===== src/rtl/core/vca_pkg.sv =====
// Package for the voice channel allocator: field widths, command and status
// codes, and the structs passed between the front and back parts.
// No dependencies.
package vca_pkg;

  // Default table size and fixed field widths.
  localparam int CHANNELS_DEF = 32;
  localparam int ENT_W        = 10;
  localparam int SUB_W        = 3;
  localparam int ECH_W        = 4;
  localparam int NOW_W        = 31;
  localparam int LEN_W        = 24;
  localparam int REL_W        = 5;
  localparam int TIME_W       = 32;
  localparam int IDX_OUT_W    = 5;

  // Depth of the command queue and of the result queue.
  localparam int QUEUE_DEPTH  = 2;
  localparam int QPTR_W       = $clog2(QUEUE_DEPTH);
  localparam int QCNT_W       = $clog2(QUEUE_DEPTH + 1);

  localparam logic [TIME_W-1:0] LIFE_BOUND   = 32'h7fff_ffff;
  localparam logic [ENT_W-1:0]  PLAYER_RESET = 10'd1;

  // Command field codes.
  typedef enum logic [1:0] {
    CMD_ALLOC   = 2'd0,
    CMD_RELEASE = 2'd1,
    CMD_CLEAR   = 2'd2,
    CMD_UNUSED  = 2'd3
  } cmd_e;

  // Result status codes.
  typedef enum logic [1:0] {
    ST_GRANT = 2'd0,
    ST_NONE  = 2'd1,
    ST_NEG   = 2'd2,
    ST_FREED = 2'd3
  } status_e;

  // Operation class decided by the front part.
  typedef enum logic [2:0] {
    OP_ALLOC,
    OP_RELEASE,
    OP_CLEAR,
    OP_NEG,
    OP_UNUSED
  } op_kind_e;

  // States of the back part sequencer.
  typedef enum logic [1:0] {
    BK_IDLE,
    BK_SCAN,
    BK_WRITE
  } back_state_e;

  // Classified operation held in the command queue.
  typedef struct packed {
    op_kind_e           kind;
    logic [ENT_W-1:0]   entity;
    logic [SUB_W-1:0]   sub;
    logic [NOW_W-1:0]   now;
    logic [LEN_W-1:0]   len;
    logic [REL_W-1:0]   rel;
    logic               rel_ok;
  } op_t;

  // Handshake between the command queue and the back part.
  typedef struct packed {
    logic valid;
    op_t  op;
  } op_chan_t;

  // One stored channel entry.
  typedef struct packed {
    logic [ENT_W-1:0]  owner;
    logic [SUB_W-1:0]  sub;
    logic [TIME_W-1:0] end_time;
  } entry_t;

  // One result item.
  typedef struct packed {
    status_e              status;
    logic [IDX_OUT_W-1:0] chan;
    logic                 ovr;
  } res_t;

endpackage


===== src/rtl/core/voice_channel_allocator.sv =====
// Top level of the voice channel allocator: player-entity register, command
// front part and table back part. Depends on vca_pkg, vca_front and vca_back.
//
// Command items enter a two-deep command queue and results leave through a
// two-deep result queue, so both sides can stall on their own. Release,
// clear-all, unused commands and negative sub-channel requests are handled in
// the idle state of the back part. An allocate goes through a start, one table
// memory read per channel on its single read port, evaluation of the last
// registered read data and a write-back that waits for room in the result
// queue; a same-source override ends the scan early. There is no
// clearing pass after reset: busy marks in flip-flops free the table at once.
module voice_channel_allocator import vca_pkg::*; #(
  parameter int CHANNELS = CHANNELS_DEF
) (
  input  logic                    clk_i,
  input  logic                    rst_ni,
  input  logic                    cfg_we_i,
  input  logic [ENT_W-1:0]        cfg_data_i,
  input  logic                    push,
  output logic                    full,
  input  logic [1:0]              cmd_i,
  input  logic [ENT_W-1:0]        entity_i,
  input  logic signed [ECH_W-1:0] entity_channel_i,
  input  logic [NOW_W-1:0]        now_time_i,
  input  logic [LEN_W-1:0]        sound_length_i,
  input  logic [REL_W-1:0]        release_index_i,
  output logic                    empty,
  input  logic                    pop,
  output logic [1:0]              status_o,
  output logic [IDX_OUT_W-1:0]    channel_index_o,
  output logic                    overrode_same_source_o
);

  logic [ENT_W-1:0] player_q;
  op_chan_t         head;
  logic             head_pop;

  // Player entity register.
  always_ff @(posedge clk_i or negedge rst_ni) begin
    if (!rst_ni) begin
      player_q <= PLAYER_RESET;
    end else if (cfg_we_i) begin
      player_q <= cfg_data_i;
    end
  end

  // Command intake and classification.
  vca_front #(
    .CHANNELS(CHANNELS)
  ) u_front (
    .clk_i            (clk_i),
    .rst_ni           (rst_ni),
    .push             (push),
    .full             (full),
    .cmd_i            (cmd_i),
    .entity_i         (entity_i),
    .entity_channel_i (entity_channel_i),
    .now_time_i       (now_time_i),
    .sound_length_i   (sound_length_i),
    .release_index_i  (release_index_i),
    .head_o           (head),
    .head_pop_i       (head_pop)
  );

  // Channel table and allocation scan.
  vca_back #(
    .CHANNELS(CHANNELS)
  ) u_back (
    .clk_i                  (clk_i),
    .rst_ni                 (rst_ni),
    .player_i               (player_q),
    .head_i                 (head),
    .head_pop_o             (head_pop),
    .empty                  (empty),
    .pop                    (pop),
    .status_o               (status_o),
    .channel_index_o        (channel_index_o),
    .overrode_same_source_o (overrode_same_source_o)
  );

endmodule


===== src/rtl/core/vca_front.sv =====
// Front part of the voice channel allocator: accepts command items, classifies
// them and holds them in a short command queue for the back part.
// Depends on vca_pkg.
module vca_front import vca_pkg::*; #(
  parameter int CHANNELS = CHANNELS_DEF
) (
  input  logic                    clk_i,
  input  logic                    rst_ni,
  input  logic                    push,
  output logic                    full,
  input  logic [1:0]              cmd_i,
  input  logic [ENT_W-1:0]        entity_i,
  input  logic signed [ECH_W-1:0] entity_channel_i,
  input  logic [NOW_W-1:0]        now_time_i,
  input  logic [LEN_W-1:0]        sound_length_i,
  input  logic [REL_W-1:0]        release_index_i,
  output op_chan_t                head_o,
  input  logic                    head_pop_i
);

  op_t               q_q [QUEUE_DEPTH];
  logic [QPTR_W-1:0] wr_ptr_q, wr_ptr_d;
  logic [QPTR_W-1:0] rd_ptr_q, rd_ptr_d;
  logic [QCNT_W-1:0] cnt_q, cnt_d;
  op_t               op_new;
  logic              do_push;
  logic              do_pop;

  // Classify the incoming item.
  always_comb begin
    op_new        = '0;
    op_new.entity = entity_i;
    op_new.sub    = entity_channel_i[SUB_W-1:0];
    op_new.now    = now_time_i;
    op_new.len    = sound_length_i;
    op_new.rel    = release_index_i;
    op_new.rel_ok = (32'(release_index_i) < CHANNELS);
    case (cmd_e'(cmd_i))
      CMD_ALLOC: begin
        op_new.kind = entity_channel_i[ECH_W-1] ? OP_NEG : OP_ALLOC;
      end
      CMD_RELEASE: op_new.kind = OP_RELEASE;
      CMD_CLEAR:   op_new.kind = OP_CLEAR;
      default:     op_new.kind = OP_UNUSED;
    endcase
  end

  // Queue pointers and fill count.
  assign full    = (cnt_q == QCNT_W'(QUEUE_DEPTH));
  assign do_push = push && !full;
  assign do_pop  = head_pop_i && (cnt_q != '0);

  always_comb begin
    wr_ptr_d = do_push ? wr_ptr_q + 1'b1 : wr_ptr_q;
    rd_ptr_d = do_pop ? rd_ptr_q + 1'b1 : rd_ptr_q;
    cnt_d    = cnt_q;
    if (do_push && !do_pop) begin
      cnt_d = cnt_q + 1'b1;
    end else if (do_pop && !do_push) begin
      cnt_d = cnt_q - 1'b1;
    end
  end

  always_ff @(posedge clk_i or negedge rst_ni) begin
    if (!rst_ni) begin
      wr_ptr_q <= '0;
      rd_ptr_q <= '0;
      cnt_q    <= '0;
    end else begin
      wr_ptr_q <= wr_ptr_d;
      rd_ptr_q <= rd_ptr_d;
      cnt_q    <= cnt_d;
    end
  end

  // Queue storage; payload needs no reset.
  always_ff @(posedge clk_i) begin
    if (do_push) begin
      q_q[wr_ptr_q] <= op_new;
    end
  end

  // Oldest queued operation.
  assign head_o.valid = (cnt_q != '0);
  assign head_o.op    = q_q[rd_ptr_q];

endmodule


===== src/rtl/core/vca_back.sv =====
// Back part of the voice channel allocator: owns the channel table, runs the
// allocate scan one channel per cycle and queues the result items.
// Depends on vca_pkg.
module vca_back import vca_pkg::*; #(
  parameter int CHANNELS = CHANNELS_DEF
) (
  input  logic                 clk_i,
  input  logic                 rst_ni,
  input  logic [ENT_W-1:0]     player_i,
  input  op_chan_t             head_i,
  output logic                 head_pop_o,
  output logic                 empty,
  input  logic                 pop,
  output logic [1:0]           status_o,
  output logic [IDX_OUT_W-1:0] channel_index_o,
  output logic                 overrode_same_source_o
);

  localparam int IDX_W = (CHANNELS > 1) ? $clog2(CHANNELS) : 1;
  localparam logic [IDX_W-1:0] LAST = IDX_W'(CHANNELS - 1);

  back_state_e       state_q, state_d;
  op_t               cur_q;
  entry_t            mem [CHANNELS];
  entry_t            rdata_q;
  entry_t            wdata;
  logic [CHANNELS-1:0] valid_q;
  logic [IDX_W-1:0]  cnt_q;
  logic [IDX_W-1:0]  ridx_q;
  logic [IDX_W-1:0]  win_q;
  logic [IDX_W-1:0]  rel_idx;
  logic              issued_all_q;
  logic              rtag_q;
  logic              rvalid_q;
  logic [TIME_W-1:0] best_q;
  logic              found_q;
  logic              ovr_q;
  logic              issue_en;
  logic              eval_en;
  logic              start;
  logic              scan_done;
  logic [ENT_W-1:0]  e_owner;
  logic [SUB_W-1:0]  e_sub;
  logic [TIME_W-1:0] e_end;
  logic [TIME_W-1:0] life;
  logic              ovr_hit;
  logic              prot;
  logic              better;
  logic              mem_we;
  logic              res_push;
  res_t              res_in;
  logic [IDX_W+IDX_OUT_W-1:0] win_ext;

  res_t              res_q [QUEUE_DEPTH];
  logic [QPTR_W-1:0] res_wr_q;
  logic [QPTR_W-1:0] res_rd_q;
  logic [QCNT_W-1:0] res_cnt_q;
  logic              res_full;
  logic              res_pop;

  // Scan control.
  assign start    = head_pop_o && (head_i.op.kind == OP_ALLOC);
  assign issue_en = (state_q == BK_SCAN) && !issued_all_q;
  assign eval_en  = (state_q == BK_SCAN) && rtag_q;

  // Evaluate the entry read in the previous cycle; a free entry reads as zero.
  always_comb begin
    e_owner = rvalid_q ? rdata_q.owner : '0;
    e_sub   = rvalid_q ? rdata_q.sub : '0;
    e_end   = rvalid_q ? rdata_q.end_time : '0;
    life    = e_end - {1'b0, cur_q.now};
    ovr_hit = (cur_q.sub != '0) && (e_owner == cur_q.entity) && (e_sub == cur_q.sub);
    prot    = rvalid_q && (e_owner == player_i) && (cur_q.entity != player_i);
    better  = $signed(life) < $signed(best_q);
  end

  assign scan_done = eval_en && (ovr_hit || (ridx_q == LAST));

  // Next state.
  always_comb begin
    state_d = state_q;
    case (state_q)
      BK_IDLE: begin
        if (start) begin
          state_d = BK_SCAN;
        end
      end
      BK_SCAN: begin
        if (scan_done) begin
          state_d = BK_WRITE;
        end
      end
      BK_WRITE: begin
        if (!res_full) begin
          state_d = BK_IDLE;
        end
      end
      default: state_d = BK_IDLE;
    endcase
  end

  // Outputs of the sequencer: command pop, table write and result push.
  assign win_ext = {{IDX_OUT_W{1'b0}}, win_q};

  always_comb begin
    head_pop_o = 1'b0;
    mem_we     = 1'b0;
    res_push   = 1'b0;
    res_in     = '{status: ST_NONE, chan: '0, ovr: 1'b0};
    case (state_q)
      BK_IDLE: begin
        if (head_i.valid && ((head_i.op.kind == OP_ALLOC) || !res_full)) begin
          head_pop_o = 1'b1;
          case (head_i.op.kind)
            OP_ALLOC: res_push = 1'b0;
            OP_RELEASE, OP_CLEAR: begin
              res_push      = 1'b1;
              res_in.status = ST_FREED;
            end
            OP_NEG: begin
              res_push      = 1'b1;
              res_in.status = ST_NEG;
            end
            default: begin
              res_push      = 1'b1;
              res_in.status = ST_NONE;
            end
          endcase
        end
      end
      BK_WRITE: begin
        if (!res_full) begin
          res_push = 1'b1;
          mem_we   = found_q;
          if (found_q) begin
            res_in.status = ST_GRANT;
            res_in.chan   = win_ext[IDX_OUT_W-1:0];
            res_in.ovr    = ovr_q;
          end
        end
      end
      default: begin
        head_pop_o = 1'b0;
      end
    endcase
  end

  // Sequencer, scan pipeline and best-candidate registers.
  always_ff @(posedge clk_i or negedge rst_ni) begin
    if (!rst_ni) begin
      state_q      <= BK_IDLE;
      cnt_q        <= '0;
      issued_all_q <= 1'b0;
      rtag_q       <= 1'b0;
      rvalid_q     <= 1'b0;
      ridx_q       <= '0;
      best_q       <= LIFE_BOUND;
      win_q        <= '0;
      found_q      <= 1'b0;
      ovr_q        <= 1'b0;
    end else begin
      state_q  <= state_d;
      rtag_q   <= issue_en;
      rvalid_q <= valid_q[cnt_q];
      ridx_q   <= cnt_q;
      if (start) begin
        cnt_q        <= '0;
        issued_all_q <= 1'b0;
        best_q       <= LIFE_BOUND;
        found_q      <= 1'b0;
        ovr_q        <= 1'b0;
      end else begin
        if (issue_en) begin
          if (cnt_q == LAST) begin
            issued_all_q <= 1'b1;
          end else begin
            cnt_q <= cnt_q + 1'b1;
          end
        end
        if (eval_en) begin
          if (ovr_hit) begin
            win_q   <= ridx_q;
            found_q <= 1'b1;
            ovr_q   <= 1'b1;
          end else if (!prot && better) begin
            best_q  <= life;
            win_q   <= ridx_q;
            found_q <= 1'b1;
          end
        end
      end
    end
  end

  // Latched allocate request.
  always_ff @(posedge clk_i) begin
    if (start) begin
      cur_q <= head_i.op;
    end
  end

  // Busy marks: clear-all, release of one channel and grant.
  assign rel_idx = IDX_W'(head_i.op.rel);

  always_ff @(posedge clk_i or negedge rst_ni) begin
    if (!rst_ni) begin
      valid_q <= '0;
    end else if (head_pop_o && (head_i.op.kind == OP_CLEAR)) begin
      valid_q <= '0;
    end else if (head_pop_o && (head_i.op.kind == OP_RELEASE) && head_i.op.rel_ok) begin
      valid_q[rel_idx] <= 1'b0;
    end else if (mem_we) begin
      valid_q[win_q] <= 1'b1;
    end
  end

  // Channel table memory: one write port, one registered read port.
  always_comb begin
    wdata.owner    = cur_q.entity;
    wdata.sub      = cur_q.sub;
    wdata.end_time = {1'b0, cur_q.now} + {{(TIME_W-LEN_W){1'b0}}, cur_q.len};
  end

  always_ff @(posedge clk_i) begin
    if (mem_we) begin
      mem[win_q] <= wdata;
    end
  end

  always_ff @(posedge clk_i) begin
    if (issue_en) begin
      rdata_q <= mem[cnt_q];
    end
  end

  // Result queue.
  assign res_full = (res_cnt_q == QCNT_W'(QUEUE_DEPTH));
  assign empty    = (res_cnt_q == '0);
  assign res_pop  = pop && !empty;

  always_ff @(posedge clk_i or negedge rst_ni) begin
    if (!rst_ni) begin
      res_wr_q  <= '0;
      res_rd_q  <= '0;
      res_cnt_q <= '0;
    end else begin
      if (res_push) begin
        res_wr_q <= res_wr_q + 1'b1;
      end
      if (res_pop) begin
        res_rd_q <= res_rd_q + 1'b1;
      end
      if (res_push && !res_pop) begin
        res_cnt_q <= res_cnt_q + 1'b1;
      end else if (res_pop && !res_push) begin
        res_cnt_q <= res_cnt_q - 1'b1;
      end
    end
  end

  always_ff @(posedge clk_i) begin
    if (res_push) begin
      res_q[res_wr_q] <= res_in;
    end
  end

  assign status_o               = res_q[res_rd_q].status;
  assign channel_index_o        = res_q[res_rd_q].chan;
  assign overrode_same_source_o = res_q[res_rd_q].ovr;

  // A granted channel is marked busy right after the grant.
  a_grant_marks_busy: assert property (@(posedge clk_i) disable iff (!rst_ni)
    (res_push && (res_in.status == ST_GRANT)) |=> valid_q[$past(win_q)])
    else $error("granted channel not marked busy");

  // A clear-all leaves every channel free.
  a_clear_frees_all: assert property (@(posedge clk_i) disable iff (!rst_ni)
    (head_pop_o && (head_i.op.kind == OP_CLEAR)) |=> (valid_q == '0))
    else $error("clear-all left a busy channel");

  // An override always comes with a winner.
  a_ovr_has_winner: assert property (@(posedge clk_i) disable iff (!rst_ni)
    ovr_q |-> found_q)
    else $error("override flagged without a winner");

  // No table read is issued during write-back.
  a_no_read_in_write: assert property (@(posedge clk_i) disable iff (!rst_ni)
    (state_q == BK_WRITE) |-> !issue_en)
    else $error("table read issued during write-back");

endmodule


===== config.mk =====
export PLATFORM = sky130hd
export DESIGN_NAME = voice_channel_allocator
export DESIGN_NICKNAME = d
export VERILOG_FILES = /design/src/rtl/core/vca_pkg.sv /design/src/rtl/core/voice_channel_allocator.sv /design/src/rtl/core/vca_front.sv /design/src/rtl/core/vca_back.sv
export SDC_FILE = /design/constraint.sdc
export NUM_CORES = 2
export LEC_CHECK = 0
export BUFFER_PORTS_ARGS = -buffer_cell sky130_fd_sc_hd__buf_2
export CAP_MARGIN = 20
export CORE_UTILIZATION = 40
export CTS_BUF_LIST = sky130_fd_sc_hd__clkbuf_2
export CTS_CLUSTER_SIZE = 14
export DETAILED_ROUTE_END_ITERATION = 8
export SYNTH_ARGS = -nofsm -noshare
export SYNTH_HDL_FRONTEND = slang
export SYNTH_SLANG_ARGS = --single-unit

===== constraint.sdc =====
create_clock -name clk_i -period 5.6 [get_ports clk_i]
set_clock_uncertainty 0.15 [all_clocks]
set_input_delay 0 -clock clk_i [delete_from_list [all_inputs] [get_ports clk_i]]
set_output_delay 0 -clock clk_i [all_outputs]
set_load 0.02 [all_outputs]

# ---- Yosys cells after proc, flatten, opt, wreduce, memory -nomap -nowiden
# Memory sizes are Yosys's and may differ from the RTL's. A register that Yosys moved wholly into a read port is not among the register bits.
# Index checks and enable logic that the tools add are counted.
dict set report word_totals {
  regBits 172
  in_bits 91
  rom_bits 0
  mem_count 3
  ram_bits 1608
  latchBits 0
}
# name words word_bits read_ports rd_clocked_by_memory_dff wr line_no
set memory_table {}
lappend memory_table {u_back.mem 32 45 1 1 1 vca_back.sv:24} ;# entry_t mem [CHANNELS];
lappend memory_table {u_front.q_q 2 76 1 0 1 vca_front.sv:21} ;# op_t q_q [QUEUE_DEPTH];
lappend memory_table {u_back.res_q 2 8 1 0 1 vca_back.sv:54} ;# res_t res_q [QUEUE_DEPTH];
dict set report op_classes {
  multipliers 0
  n_lt_le_gt_ge 6
  bitwise 4
  muxes 61
  add_sub_neg 11
  n_eq_ne 20
  shifts 0
  div 0
  reduce_logical 57
}
# cell n
set ops {}
lappend ops {{2-to-1 mux 32 bit} 8}
lappend ops {{adder 31 x 24 -> 32 bit} 1}
lappend ops {{bitwise AND 32 bit} 1}
lappend ops {{less-than comparator 32 bit} 1}
lappend ops {{inverter 32 bit} 1}
lappend ops {{bitwise OR 32 bit} 1}
lappend ops {{subtractor 32 x 31 -> 32 bit} 1}
lappend ops {{2-to-1 mux 1 bit} 26}
lappend ops {{2-to-1 mux 5 bit} 5}
lappend ops {{logical AND 1 bit} 21}
lappend ops {{== test 10 bit} 2}
lappend ops {{less-than comparator 5 x 6 -> 1 bit, second input constant} 3}
lappend ops {{2-to-1 mux 2 bit} 9}
lappend ops {{nonzero test 2 bit} 9}
lappend ops {{2-to-1 mux 7 bit} 2}
lappend ops {{demux 1 bit (select 5 bit)} 2}
lappend ops {{== test 5 bit, second input constant} 2}
lappend ops {{>= comparator 5 x 1 -> 1 bit, second input constant} 2}
lappend ops {{2-to-1 mux 10 bit} 1}
lappend ops {{inequality test 10 bit} 1}
lappend ops {{zero test 1 bit} 9}
lappend ops {{one-hot mux 3 bit (3 select lines)} 1}
lappend ops {{AND reduction 3 bit} 3}
lappend ops {{nonzero test 3 bit} 3}
lappend ops {{24 further kinds} 44}

# ---- Depth between registers and ports, before layout
dict set report depth {
  word_depth 10
  depth_mapped 26
  depth_no_buf 22
}

# ---- Modules after synthesis
# A second synthesis with hierarchy kept.
dict set report unflattened {
  hier_cells 3585
  hier_area_um2 73394.1
}
# mod area_each_um2 cells_per_inst instances
set by_module_without_submodules {}
lappend by_module_without_submodules {vca_back 67130.6 3301 1}
lappend by_module_without_submodules {vca_front 5850.6 263 1}
lappend by_module_without_submodules {voice_channel_allocator 412.9 21 1}

# ---- Worst setup path before layout
# Ideal clock, no wire load.
dict set report synth_path {
  path_kind {register -> register}
  startpoint {register u_back.rvalid_q}
  endpoint {register u_back.best_q[31]}
  period_less_slack_ns 5.364
  slack_ns 0.236
  path_stages_with_launch 25
  path_buffers 4
  t_arrival_ns 5.089
  required_ns 5.325
  path_cell_list {dfrtp_1 > clkbuf_1 > clkbuf_1 > clkbuf_1 > and2_1 > ha_1 > a21o_1 > or3_1 > o21ai_2 > nand3_1 > and2_4 > a2111oi_4 > o31ai_1 > xor2_1 > ha_1 > nand4_1 > or3_1 > or2_1 > o221ai_1 > a211oi_2 > xnor2_1 > nand2_1 > nor2_4 > buf_6 > mux2_4}
}
dict set report synth_via {
  elab_chain_len 8
}
# item line_no
set synth_lines {}
lappend synth_lines {{start, declared} vca_back.sv:34} ;# logic rvalid_q;
lappend synth_lines {{start signal, assigned} vca_back.sv:164} ;# rvalid_q <= valid_q[cnt_q];
lappend synth_lines {{parallel branches: the longest is 8 deep, another holds subtractor 32 x 31 -> 32 bit} -}
lappend synth_lines {{end signal, assigned} vca_back.sv:186} ;# best_q <= life;
lappend synth_lines {{end, declared} vca_back.sv:35} ;# logic [TIME_W-1:0] best_q;
# Parallel ways; which one is timed is not known. The select of a mux whose other input is x is not followed.
# A chain may end at the register's enable or synchronous reset.

# ---- Worst setup path after layout
# Ends and elaborated chain as after synthesis.

==> metrics.md <==
| Metric | Value |
|---|---|
| Syn Std Cell Area | `73,300 sq um` |
| Die W | `430 um` |
| Fillers | `15.1k` |
| Clock root buffer | `clkbuf_2` |
| DP Area | `78,000 sq um` |
| Static leakage | `29.3 nW` |
| Starting Density | `0.404` |
| Area grow syn2layout | `17.1%` |
| Cell count along the critical path | `22` |
| Worst Path Buf+Inv | `2` |
| Top cells by area, synth | `edfxtp_1 71%, mux4_2 14%, dfrtp_1 2.5%, mux2_2 2.1%, ha_1 1.5%` |
| PortBufs | `100` |
| Final antenna-violating net count | `0` |
| Post-route minimum period | `5.40 ns` |
| Setup-failing EPs final | `0` |
| Share of the synthesized area in the top cell type | `0.705` |
| CTS buffer count | `449` |
| # rows | `156` |
| CTS tree | `built` |
| Vias in the first global route | `40.4k` |
| Max_slew headroom | `0.176` |
| Clock network power share | `0.218` |
| Iteration-0 DRC Markers | `3,486` |
| Worst r2r src | `u_back.rvalid_q$_DFF_PN0_` |
| Remaining Overflow, GRT | `0` |
| Crit path launch | `u_back.rvalid_q$_DFF_PN0_` |
| Netlist cell types | `77` |
| Seq pwr share | `0.457` |
| Sequential area share after synthesis | `0.741` |
| Post-synth top flop | `edfxtp_1` |
| PD cells | `447 nW/um^2` |
| Net Sw Frac | `0.324` |
| Worst setup endpoint | `u_back.best_q[31]$_DFFE_PN0P_` |
| Worst path top cell family by delay | `simple AND/OR/NAND/NOR gates` |
| Leading area contributor after synthesis | `edfxtp_1` |
| DR vias | `38.7k` |
| Critical path endpoint category | `flip-flop` |
| Clock net sink count | `1,825` |
| Gate count of the mapped netlist | `3,512` |
| Global-route usage over all layers | `0.205` |
| Crit-path slowest cell | `dfrtp_2` |
| Tot Pwr | `38.4 mW` |
| # DRC | `0` |
| Reg2Reg Setup Slack | `0.20 ns` |
| GPL Wtd Cong | `0.808` |
| EDFF count, synth | `1,721` |
| Reg2reg path depth | `22` |
| First-pass GRT wire length | `274 mm` |
| Commonest non-fill, non-tap cells in the layout | `1,721 x edfxtp_1, 628 x clkbuf_2, 460 x mux4_2` |
| Clock-pin transition on the worst setup and hold timing paths | `0.12 ns` |
| Synthesized area per cell | `20.9 sq um` |
| Ports | `101` |
| Worst VDD drop | `0.340 mV` |
| Period utilization | `0.965` |
| Max-cap violations | `0` |
| Syn. warnings | `0` |
| Die Area | `185,000 sq um` |
| Hold Path Class | `input port to async pin` |
| Nature of the critical path startpoint | `flip-flop` |
| Critical-path cell list | `and2_1 > ha_4 > a21o_1 > or3_1 > o21ai_2 > nand3_2 > and2_4 > a2111oi_4 > o31ai_2 > xor2_1 > ha_1 > nand4_1 > or3_4 > or2_1 > o221ai_2 > a211oi_2 > xnor2_1 > nand2_1 > nor2_4 > buf_4 > buf_12 > mux2_4` |
| Yosys reg bits | `1,825` |
| Final wirelength | `189 mm` |
| Vias per inst | `5.45` |
| Nets | `4,595` |
| Syn Nets | `3,695` |
| RR Endpoint | `u_back.best_q[31]$_DFFE_PN0P_` |
| Fmax | `185 MHz` |
| CP max stage delay | `0.46 ns` |
| Largest net degree at the start of global routing | `78` |
| Setup CP Type | `flip-flop to flip-flop` |
| Arrival time at the worst endpoint | `6.95 ns` |
| Combinational power share | `0.325` |
| Placeable Area | `181,000 sq um` |
| Crit Path Max Fanout | `11` |
| Commonest non-fill, non-tap cell in the layout | `edfxtp_1` |
| Final Instance Area | `85,800 sq um` |
| DR WL/cell | `26.6 um` |
| Status | `finished clean` |
| Die height | `430 um` |
| Fin. Hold Viols | `0` |
| Slew Limit Fails | `0` |
| Clock latency at the later pin of the worst-skew pair | `1.88 ns` |
| Final Instance Count excl. Fillers | `7,105` |
| Critical Path RT | `7.14 ns` |
| Clock Path Buffers | `4` |
| Antenna violations before repair | `5` |
| Share of cells above drive strength 1 | `0.347` |
| Detailed placer's ending HPWL | `101 mm` |
| Internal power | `26.0 mW` |
| Placed Cells | `5,950` |
| Initial DRT Pass Iterations | `5` |
| Tightest Pin Transition | `1.24 ns` |
| Post-synth ARST share | `0.0570` |
| H-tree depth | `5` |
| P_sw | `12.4 mW` |
## layout make-up
class | count | area (sq um) | share of cell area
Timing Repair Buffer | 593 | 5810 | 0.0677
Sequential cell | 1825 | 54300 | 0.633
Tap cell | 2370 | 2970 | 0.0345
Clock inverter | 136 | 604 | 0.00704
Multi-Input combinational cell | 1449 | 18600 | 0.216
Clock buffer | 628 | 3140 | 0.0366
Inverter | 94 | 353 | 0.00411
Antenna cell | 10 | 25.0 | 0.000292
## metal layers
layer  wire length, um  vias to the layer above  global-route usage
met3             11700                      270              0.0438
li1                  -                    16581                   -
met2             97000                     1381               0.347
met5                 0                        -                   0
met1             76800                    20498               0.265
met4              3720                        0              0.0566
## cells by family after synthesis
| kind of cell | after synthesis | share of synthesized area |
|---|---|---|
| DFF | 1825 | 0.741 |
| muxes | 635 | 0.170 |
| and+or+nand+nor | 331 | 0.0227 |
| AOI/OAI and AO/OA | 300 | 0.0264 |
| buffers and inverters | 238 | 0.0131 |
| adders and majority gates | 92 | 0.0159 |
| xor gates and xnor gates | 91 | 0.0109 |
## worst min path at each step
stage,startpoint,endpoint,slack [ns],cells after the start
floorplan,rst_ni,player_q[1]$_DFFE_PN0P_,-0.45,0
global placement,rst_ni,u_back.rvalid_q$_DFF_PN0_,-0.02,1
detailed placement,rst_ni,u_back.rvalid_q$_DFF_PN0_,-0.02,1
CTS,cfg_we_i,player_q[7]$_DFFE_PN0P_,0.0005,5
global route,sound_length_i[1],u_front.q_q[1][6]$_DFFE_PP_,0.05,5
finish,rst_ni,u_back.res_cnt_q[0]$_DFFE_PN0P_,0.30,6
## state kept, by name, indices dropped and copies added (netlist names), 5 cells and up
signal          count
u_back.res_q       16
u_back.win_q        5
u_back.ridx_q       5
u_back.mem       1440
u_front.q_q       152
u_back.valid_q     32
u_back.best_q      32
u_back.rdata_q     45
player_q           10
u_back.cnt_q        5
u_back.cur_q       68
## power by group through the flow
stage | sequential [mW] | combinational, mW | clock, mW
floorplan | 17.4 | 8.75 | 0
detailed placement | 17.9 | 12.1 | 0
CTS | 17.6 | 12.4 | 8.65
global route | 17.6 | 13.3 | 9.33
finish | 17.6 | 12.5 | 8.36
global placement | 17.9 | 12.0 | 0
## synthesized netlist by cell type, types with 3 or more instances
library cell and count:
mux2_4 34, buf_1 13, o21a_1 8, nor4_1 5, or3_1 4, and3_1 10, dfrtp_1 72, o21ai_1 3
dfstp_2 32, ha_1 90, nor2b_1 9, mux4_2 460, inv_1 94, xor2_1 38, mux2i_1 4, and2_1 44
o31ai_1 3, clkbuf_1 96, buf_6 4, nor2_1 117, a211oi_1 37, edfxtp_1 1721, nand2b_1 18, o22ai_1 7
a31oi_1 10, nand3_1 15, nand2_1 55, xnor2_1 53, nor3b_1 3, o21ai_0 62, nand4_1 11, o211ai_1 3
a21o_1 38, nand3b_1 3, and4_1 3, mux2_2 137, a21oi_1 95, o221ai_1 3, nor3_1 17, buf_2 31
## worst register-to-register path, cell delays in order (launching register included)
cell       delay, ns
dfrtp_2         0.46
and2_1          0.18
ha_4            0.23
a21o_1          0.21
or3_1           0.36
o21ai_2         0.25
nand3_2         0.13
and2_4          0.19
a2111oi_4       0.41
o31ai_2         0.13
xor2_1          0.18
ha_1            0.32
nand4_1         0.14
or3_4           0.42
or2_1           0.25
o221ai_2        0.17
a211oi_2        0.07
xnor2_1         0.14
nand2_1         0.12
nor2_4          0.17
buf_4           0.13
buf_12          0.14
mux2_4          0.31
## stage by stage
stage	hold WS, ns	utilization	worst slack, ns	setup TNS, ns
after detailed placement	-0.0194	0.430	0.168	0
after CTS	0.000496	0.471	0.0461	0
after global placement	-0.0223	0.430	0.128	0
final	0.300	0.473	0.197	0
after floorplan	-0.446	-	0.236	0
after global routing	0.0456	0.473	-0.0490	-0.603
## what timing repair did
item / in CTS / in global routing
setup buffers: 0 / 5
setup endpoints to repair: 0 / 36
resized for setup: 0 / 17
endpoints found under the hold margin: 424 / 0
hold buffers: 367 / 0
Note: power is estimated with default switching activity, not from simulation.
